<file path="src/design/pmpi_pkg.sv">
package pmpi_pkg;

    localparam int unsigned STATUS_W = 8;
    localparam int unsigned BYTE_W   = 8;
    localparam int unsigned DELTA_W  = 16;
    localparam int unsigned BTN_W    = 3;
    localparam int unsigned POS_W    = 12;
    localparam int unsigned SCREEN_W = 13;
    localparam int unsigned CFG_IDX_W = 2;
    localparam int unsigned CFG_DATA_W = 13;

    localparam int unsigned S_TDATA_W = 56;
    localparam int unsigned M_TDATA_W = 32;

    localparam logic [CFG_IDX_W-1:0] CFG_PS2_ENABLE    = 2'd0;
    localparam logic [CFG_IDX_W-1:0] CFG_SCREEN_WIDTH  = 2'd1;
    localparam logic [CFG_IDX_W-1:0] CFG_SCREEN_HEIGHT = 2'd2;

    localparam logic ACT_PS2   = 1'b0;
    localparam logic ACT_DELTA = 1'b1;

    localparam int unsigned ST_DATA_READY = 0;
    localparam int unsigned ST_AUX        = 5;

    localparam int unsigned HDR_SYNC   = 3;
    localparam int unsigned HDR_X_SIGN = 4;
    localparam int unsigned HDR_Y_SIGN = 5;
    localparam int unsigned HDR_X_OVF  = 6;
    localparam int unsigned HDR_Y_OVF  = 7;

    localparam logic [POS_W-1:0]    POS_X_RESET  = 12'd160;
    localparam logic [POS_W-1:0]    POS_Y_RESET  = 12'd100;
    localparam logic [SCREEN_W-1:0] WIDTH_RESET  = 13'd320;
    localparam logic [SCREEN_W-1:0] HEIGHT_RESET = 13'd200;
    localparam logic [POS_W-1:0]    POS_MAX      = 12'd4095;

    typedef enum logic [1:0] {
        PH_HEADER = 2'd0,
        PH_X      = 2'd1,
        PH_Y      = 2'd2
    } phase_t;

endpackage

</file>
<file path="src/design/pmpi_clamp.sv">
module pmpi_clamp #(
    parameter int unsigned CURSOR_SIZE = 3
) (
    input  logic [pmpi_pkg::POS_W-1:0]           pos,
    input  logic signed [pmpi_pkg::DELTA_W-1:0]  delta,
    input  logic [pmpi_pkg::SCREEN_W-1:0]        screen,
    output logic [pmpi_pkg::POS_W-1:0]           pos_new
);
    import pmpi_pkg::*;

    localparam int unsigned LIM_W = SCREEN_W + 1;
    localparam int unsigned SUM_W = DELTA_W + 2;
    localparam logic signed [LIM_W-1:0] CURSOR = LIM_W'(CURSOR_SIZE);

    logic signed [LIM_W-1:0] limit_raw;
    logic [POS_W-1:0]        limit;
    logic signed [SUM_W-1:0] sum;

    always_comb begin
        limit_raw = $signed({1'b0, screen}) - CURSOR;
        if (limit_raw < 0) begin
            limit = '0;
        end else if (limit_raw > $signed({2'b00, POS_MAX})) begin
            limit = POS_MAX;
        end else begin
            limit = limit_raw[POS_W-1:0];
        end

        sum = $signed({{(SUM_W-POS_W){1'b0}}, pos}) + SUM_W'(delta);
        if (sum < 0) begin
            pos_new = '0;
        end else if (sum > $signed({{(SUM_W-POS_W){1'b0}}, limit})) begin
            pos_new = limit;
        end else begin
            pos_new = sum[POS_W-1:0];
        end
    end

endmodule

</file>
<file path="src/design/ps2_mouse_packet_integrator_unit.sv">
// Channel  | Ports                       | Contents (lowest bit up)
// s_ input | s_tvalid s_tready s_tdata   | tdata: ctrl_status, aux_byte, delta_x, delta_y,
//          | s_tuser                     |   buttons_in; tuser: action
// m_ out   | m_tvalid m_tready m_tdata   | tdata: pos_x, pos_y, buttons, ready_res;
//          | m_tuser                     |   tuser: updated
// cfg      | cfg_wr_en cfg_index cfg_wdata | 0 ps2_enable, 1 screen_width, 2 screen_height
//
// One item a cycle while results are taken: an item is taken into the input register,
// and its result is then registered in the result register; the clamp adders set the path.
// Reset (aresetn low, synchronous) clears the assembler, centres the pointer and
// loads the default screen size. A stalled result holds the input register full,
// after which s_tready falls until the result transfer completes.
module ps2_mouse_packet_integrator_unit #(
    parameter int unsigned CURSOR_SIZE = 3
) (
    input  logic                               aclk,
    input  logic                               aresetn,
    input  logic                               s_tvalid,
    output logic                               s_tready,
    // ctrl_status, aux_byte, delta_x, delta_y, buttons_in, zero fill
    input  logic [pmpi_pkg::S_TDATA_W-1:0]     s_tdata,
    // action
    input  logic                               s_tuser,
    output logic                               m_tvalid,
    input  logic                               m_tready,
    // pos_x, pos_y, buttons, ready_res, zero fill
    output logic [pmpi_pkg::M_TDATA_W-1:0]     m_tdata,
    // updated
    output logic                               m_tuser,
    input  logic                               cfg_wr_en,
    input  logic [pmpi_pkg::CFG_IDX_W-1:0]     cfg_index,
    input  logic [pmpi_pkg::CFG_DATA_W-1:0]    cfg_wdata
);
    import pmpi_pkg::*;

    logic                       ps2_enable_reg;
    logic [SCREEN_W-1:0]        screen_width_reg;
    logic [SCREEN_W-1:0]        screen_height_reg;

    logic                       in_valid_reg;
    logic                       in_action_reg;
    logic [STATUS_W-1:0]        in_status_reg;
    logic [BYTE_W-1:0]          in_byte_reg;
    logic signed [DELTA_W-1:0]  in_dx_reg;
    logic signed [DELTA_W-1:0]  in_dy_reg;
    logic [BTN_W-1:0]           in_btn_reg;

    phase_t                     phase_reg, phase_next;
    logic [BYTE_W-1:0]          header_reg, header_next;
    logic [BYTE_W-1:0]          x_byte_reg, x_byte_next;
    logic [POS_W-1:0]           cursor_x_reg, cursor_y_reg;
    logic [BTN_W-1:0]           buttons_reg, buttons_next;
    logic                       seen_reg;
    logic                       out_valid_reg;
    logic                       updated_reg, updated_next;

    logic                       advance;
    logic                       take;
    logic                       ps2_ok;
    logic                       ps2_done;
    logic                       sample;
    logic signed [DELTA_W-1:0]  dx, dy;
    logic signed [9:0]          ps2_dx, ps2_dy;
    logic [POS_W-1:0]           cursor_x_new, cursor_y_new;

    assign advance  = !out_valid_reg || m_tready;
    assign s_tready = !in_valid_reg || advance;
    assign take     = in_valid_reg && advance;

    assign ps2_ok = (in_action_reg == ACT_PS2) && ps2_enable_reg
                    && in_status_reg[ST_DATA_READY] && in_status_reg[ST_AUX];

    always_comb begin
        phase_next = phase_reg;
        if (ps2_ok) begin
            case (phase_reg)
                PH_X:    phase_next = PH_Y;
                PH_Y:    phase_next = PH_HEADER;
                default: phase_next = in_byte_reg[HDR_SYNC] ? PH_X : PH_HEADER;
            endcase
        end
    end

    always_comb begin
        header_next = header_reg;
        x_byte_next = x_byte_reg;
        ps2_done    = 1'b0;
        if (ps2_ok) begin
            case (phase_reg)
                PH_X:    x_byte_next = in_byte_reg;
                PH_Y:    ps2_done = 1'b1;
                default: begin
                    if (in_byte_reg[HDR_SYNC]) begin
                        header_next = in_byte_reg;
                    end
                end
            endcase
        end
    end

    always_comb begin
        ps2_dx = $signed({{2{header_reg[HDR_X_SIGN]}},
                          header_reg[HDR_X_OVF] ? {BYTE_W{1'b0}} : x_byte_reg});
        ps2_dy = $signed({{2{header_reg[HDR_Y_SIGN]}},
                          header_reg[HDR_Y_OVF] ? {BYTE_W{1'b0}} : in_byte_reg});
        if (in_action_reg == ACT_DELTA) begin
            dx           = in_dx_reg;
            dy           = in_dy_reg;
            buttons_next = in_btn_reg;
        end else begin
            dx           = DELTA_W'(ps2_dx);
            dy           = -DELTA_W'(ps2_dy);
            buttons_next = header_reg[BTN_W-1:0];
        end
        sample       = (in_action_reg == ACT_DELTA) || ps2_done;
        updated_next = sample;
    end

    pmpi_clamp #(
        .CURSOR_SIZE (CURSOR_SIZE)
    ) u_clamp_x (
        .pos     (cursor_x_reg),
        .delta   (dx),
        .screen  (screen_width_reg),
        .pos_new (cursor_x_new)
    );

    pmpi_clamp #(
        .CURSOR_SIZE (CURSOR_SIZE)
    ) u_clamp_y (
        .pos     (cursor_y_reg),
        .delta   (dy),
        .screen  (screen_height_reg),
        .pos_new (cursor_y_new)
    );

    always_ff @(posedge aclk) begin
        if (!aresetn) begin
            ps2_enable_reg    <= 1'b1;
            screen_width_reg  <= WIDTH_RESET;
            screen_height_reg <= HEIGHT_RESET;
        end else if (cfg_wr_en) begin
            case (cfg_index)
                CFG_PS2_ENABLE:    ps2_enable_reg    <= cfg_wdata[0];
                CFG_SCREEN_WIDTH:  screen_width_reg  <= cfg_wdata;
                CFG_SCREEN_HEIGHT: screen_height_reg <= cfg_wdata;
                default: ;
            endcase
        end
    end

    always_ff @(posedge aclk) begin
        if (s_tvalid && s_tready) begin
            in_action_reg <= s_tuser;
            in_status_reg <= s_tdata[7:0];
            in_byte_reg   <= s_tdata[15:8];
            in_dx_reg     <= s_tdata[31:16];
            in_dy_reg     <= s_tdata[47:32];
            in_btn_reg    <= s_tdata[50:48];
        end
    end

    always_ff @(posedge aclk) begin
        if (!aresetn) begin
            in_valid_reg  <= 1'b0;
            out_valid_reg <= 1'b0;
            phase_reg     <= PH_HEADER;
            header_reg    <= '0;
            x_byte_reg    <= '0;
            cursor_x_reg  <= POS_X_RESET;
            cursor_y_reg  <= POS_Y_RESET;
            buttons_reg   <= '0;
            seen_reg      <= 1'b0;
            updated_reg   <= 1'b0;
        end else begin
            if (s_tready) begin
                in_valid_reg <= s_tvalid;
            end
            if (advance) begin
                out_valid_reg <= in_valid_reg;
            end
            if (take) begin
                phase_reg   <= phase_next;
                header_reg  <= header_next;
                x_byte_reg  <= x_byte_next;
                updated_reg <= updated_next;
                if (sample) begin
                    cursor_x_reg <= cursor_x_new;
                    cursor_y_reg <= cursor_y_new;
                    buttons_reg  <= buttons_next;
                    seen_reg     <= 1'b1;
                end
            end
        end
    end

    assign m_tvalid = out_valid_reg;
    assign m_tdata  = {{(M_TDATA_W-2*POS_W-BTN_W-1){1'b0}},
                       seen_reg, buttons_reg, cursor_y_reg, cursor_x_reg};
    assign m_tuser  = updated_reg;

endmodule

</file>
<file path="config.mk">
export PLATFORM = sky130hd
export DESIGN_NAME = ps2_mouse_packet_integrator_unit
export DESIGN_NICKNAME = d
export VERILOG_FILES = /design/src/design/pmpi_pkg.sv /design/src/design/pmpi_clamp.sv /design/src/design/ps2_mouse_packet_integrator_unit.sv
export SDC_FILE = /design/constraint.sdc
export NUM_CORES = 1
export LEC_CHECK = 0
export ABC_AREA = 1
export BUFFER_PORTS_ARGS = -buffer_cell sky130_fd_sc_hd__buf_2
export CAP_MARGIN = 20
export CORE_ASPECT_RATIO = 0.8
export CORE_MARGIN = 3
export CORE_UTILIZATION = 40
export CTS_CLUSTER_DIAMETER = 50
export DETAILED_ROUTE_END_ITERATION = 10
export GPL_TIMING_DRIVEN = 0
export PLACE_DENSITY = 0.59
export SYNTH_ARGS = -nofsm -noshare
export SYNTH_HDL_FRONTEND = slang
export SYNTH_HIERARCHICAL = 1
export SYNTH_SLANG_ARGS = --single-unit
export TNS_END_PERCENT = 1
</file>
<file path="constraint.sdc">
create_clock -name aclk -period 4.1 [get_ports aclk]
set_clock_uncertainty 0.1 [all_clocks]
set_input_delay 0.41 -clock aclk [delete_from_list [all_inputs] [get_ports aclk]]
set_output_delay 0.41 -clock aclk [all_outputs]
set_load 0.1 [all_outputs]
</file>
==> results.py <==
metrics = {
    "final_layout": {
        "multi_input_area_um2": 5070,
        "final_cells": 1590,
        "nNetsFinal": 1447,
        "diodes": 0,
        "fillers": 1997,
        "regArea_um2": 2890,
        "syn_to_final_growth_pct": 24.2,
        "drive_above_1_share": 0.219,
        "utilization": 0.510,
    },
    "route": {
        "via_per_inst": 4.90,
        "num_vias": 7794,
        "wire_per_inst_um": 14.8,
        "drt_iter0_markers": 530,
        "dr.pass1.iters": 5,
        "route.detailed.drc": 0,
        "routed_wl_um": 23500,
        "postRouteAntennaNets": 0,
    },
    "cts": {
        "clock-sinks": 121,
        "clockBufferDepth": 2,
        "numCtsBuffers": 17,
        "cts_tree": "done",
        "clk_pin_slew_ps": 70,
        "clockRootBuffer": "clkbuf_16",
        "clk_latency_ps": 420,
        "htreeDepth": 4,
    },
    "yosys": {
        "ys_ff_latch": 121,
        "synth-main-ff-cell": "dfxtp_1",
        "synth_edf_count": 46,
        "synth_area_um2": 8200,
        "ys_top_cells_by_area": "dfxtp_1 (18%), nand2_1 (17%), edfxtp_1 (17%), ha_1 (8.4%), nor2_1 (8.3%)",
        "postSynthAreaPerCell_um2": 6.93,
        "syn_inst": 1183,
        "synth_cell_types": 41,
        "synth-async-reset-ratio": 0,
        "yosys.area.top_type": "dfxtp_1",
        "seq_area_frac_synth": 0.351,
        "synth.top_cell.area_share": 0.183,
        "yosysWarnings": 6,
    },
    "placement": {
        "hpwl_um": 17700,
        "dp_cells": 1546,
        "gp_congestion": 0.887,
        "io_buffers": 95,
        "preCtsSetupSlack_ps": -95.7,
    },
    "global_route": {
        "busiest_layer": "met2",
        "antenna_found_initial": 0,
        "grt_usage": 0.205,
        "use_met3": 0.0354,
        "first_global_vias": 7085,
        "globalRouteMet1Util": 0.307,
        "grtUsageMet2": 0.312,
        "grt_max_degree": 43,
        "grt_pass1_wl_um": 36200,
        "overflow": 0,
    },
    "status": {
        "status": "complete, no violations",
    },
    "timing": {
        "post-route-period-util": 0.951,
        "slew_headroom": 0.519,
        "period_needed_ps": 3900,
        "finalWorstSetupSlack_ps": 201,
        "drv_slew": 0,
        "rsz0062_at_grt": "yes",
        "setup_violations": 0,
        "fmax_mhz": 256,
        "worstMarginPinSlew_ps": 722,
        "finalHoldViolCount": 0,
    },
    "worst_setup_path": {
        "cp-end-kind": "register",
        "cp.arrival_ps": 4110,
        "crit_path_start_kind": "register",
        "crit_path_max_fanout": 10,
        "r2r_slack_ps": 200,
        "worst_ep_required_time_ps": 4310,
        "crit_type": "reg -> reg",
    },
    "pwr": {
        "ir_drop_uv": 264,
        "power_uw": 3860,
        "p_per_area_nw_per_um2": 378,
        "power_leakage_uw": 0.00499,
    },
    "floorplan": {
        "ioPinCount": 112,
        "die_y_um": 134,
        "initial_core_util": 0.411,
        "dieWidth_um": 166,
        "die_area_um2": 22300,
        "std_cell_rows": 46,
        "core-area_um2": 20000,
    },
    "worst_hold_path": {
        "hp-class": "in -> reg",
    },
    "flow_run": {
        "maxCapViolCount": 0,
    },
}
## metrics by stage
| step | setup TNS [ps] | hold slack [ps] | area (um^2) |
|---|---|---|---|
| 2_1_floorplan | 0 | 338 | 8210 |
| 3_3_place_gp | -383 | 347 | 9020 |
| 3_5_place_dp | -654 | 353 | 9040 |
| 4_1_cts | -11.0 | 42.7 | 9630 |
| 5_1_grt | -536 | 42.2 | 10200 |
| 6_report | 0 | 55.3 | 10200 |
## kinds of logic (layout without fill, tap and decap cells)
| kind of cell | Yosys count | count (layout) | synth area share |
|---|---|---|---|
| AND/OR/NAND/NOR | 691 | 691 | 0.357 |
| buffers and inverters | 161 | 301 | 0.0845 |
| flip-flops | 121 | 121 | 0.351 |
| AO/OA/AOI/OAI | 114 | 114 | 0.0754 |
| adder cells (fa/ha/maj) | 57 | 57 | 0.0888 |
| XOR/XNOR | 38 | 38 | 0.0424 |
| other | 1 | 4 | 0.000457 |
## synth_stat cells (2+ instances only)
| master | instances |
|---|---|
| a21boi_0 | 3 |
| a21oi_1 | 45 |
| a21oi_2 | 2 |
| a31oi_1 | 6 |
| and2_1 | 2 |
| and3_1 | 3 |
| buf_1 | 4 |
| buf_2 | 12 |
| buf_4 | 9 |
| buf_6 | 5 |
| clkbuf_1 | 10 |
| dfxtp_1 | 75 |
| edfxtp_1 | 46 |
| fa_1 | 2 |
| ha_1 | 55 |
| inv_1 | 112 |
| inv_2 | 8 |
| nand2_1 | 379 |
| nand2_2 | 10 |
| nand2_4 | 3 |
| nand3_1 | 71 |
| nand3_2 | 5 |
| nand3b_1 | 10 |
| nand4_1 | 4 |
| nor2_1 | 182 |
| nor2_2 | 9 |
| nor2_4 | 4 |
| nor3_2 | 4 |
| o21a_1 | 2 |
| o21ai_0 | 38 |
| o21ai_1 | 10 |
| o31ai_1 | 8 |
| or2_1 | 2 |
| xnor2_1 | 16 |
| xor2_1 | 20 |
| xor2_2 | 2 |
## cells in the final DEF (no fill, tap or decap), types with 12 or more instances in the layout
cell,instances
nand2_2,20
buf_4,22
inv_1,109
dfxtp_1,73
nor2_2,19
xor2_1,17
buf_2,104
ha_1,46
o21ai_1,13
xnor2_1,12
nor2_1,169
nand3_1,67
o21ai_0,34
edfxtp_1,46
a21oi_1,40
nand2_1,366
clkbuf_16,18
## path summary, 6_finish.rpt
check | startpoint | to | depth (start not counted)
worst max-delay path | in_action_reg | cursor_y_reg[10] | 26
worst min-delay path | s_tdata[15] | in_byte_reg[7] | 1
worst min register to register | header_reg[2] | header_reg[2] | 2
worst max register to register | in_action_reg | cursor_y_reg[10] | 26
## power breakdown
group | switching, uW | internal [uW]
registers | 48.8 | 1310
logic | 676 | 350
clock network | 638 | 834
total | 1360 | 2490
## final cells by class
cell class	count	share of cell area
buffer	37	0.0242
clock buffer	18	0.0442
clock inverter	14	0.0122
inverter	121	0.0453
multi-input combinational	904	0.497
sequential	121	0.284
tap	264	0.0324
timing repair buffer	111	0.0607
## routing by layer
layer	wire length, um	vias to the layer above
met2	10100	222
met1	12000	3545
met4	144	0
li1	-	4015
met5	0	-
met3	1270	12
## timing repair
item	4_1_cts	5_1_grt
endpoints found under the hold margin	0	0
gates cloned	0	1
endpoints found under the setup margin	22	24
resized for setup	5	102
setup buffers	0	14
hold buffers	0	0
pin swaps	0	21
## worst max-delay path: stages (launching register included)
cell and delay, ps:
edfxtp_1 490, buf_6 200, buf_6 170, nand2_1 60, o21ai_1 90, ha_2 200
fa_2 380, nand2_2 110, nand2_1 60, nand3b_1 120, nand2_2 120, xor2_2 180
ha_1 300, a21oi_1 150, o21a_1 130, nand2_1 50, nand2_1 50, nand2_1 40
nand2_1 60, nand2_1 60, nand2_1 90, nand2_4 80, buf_4 180, nor2_1 90
nor2_1 60, nor2_1 110, nor2_1 60
Power figures use the tool's default switching activity.
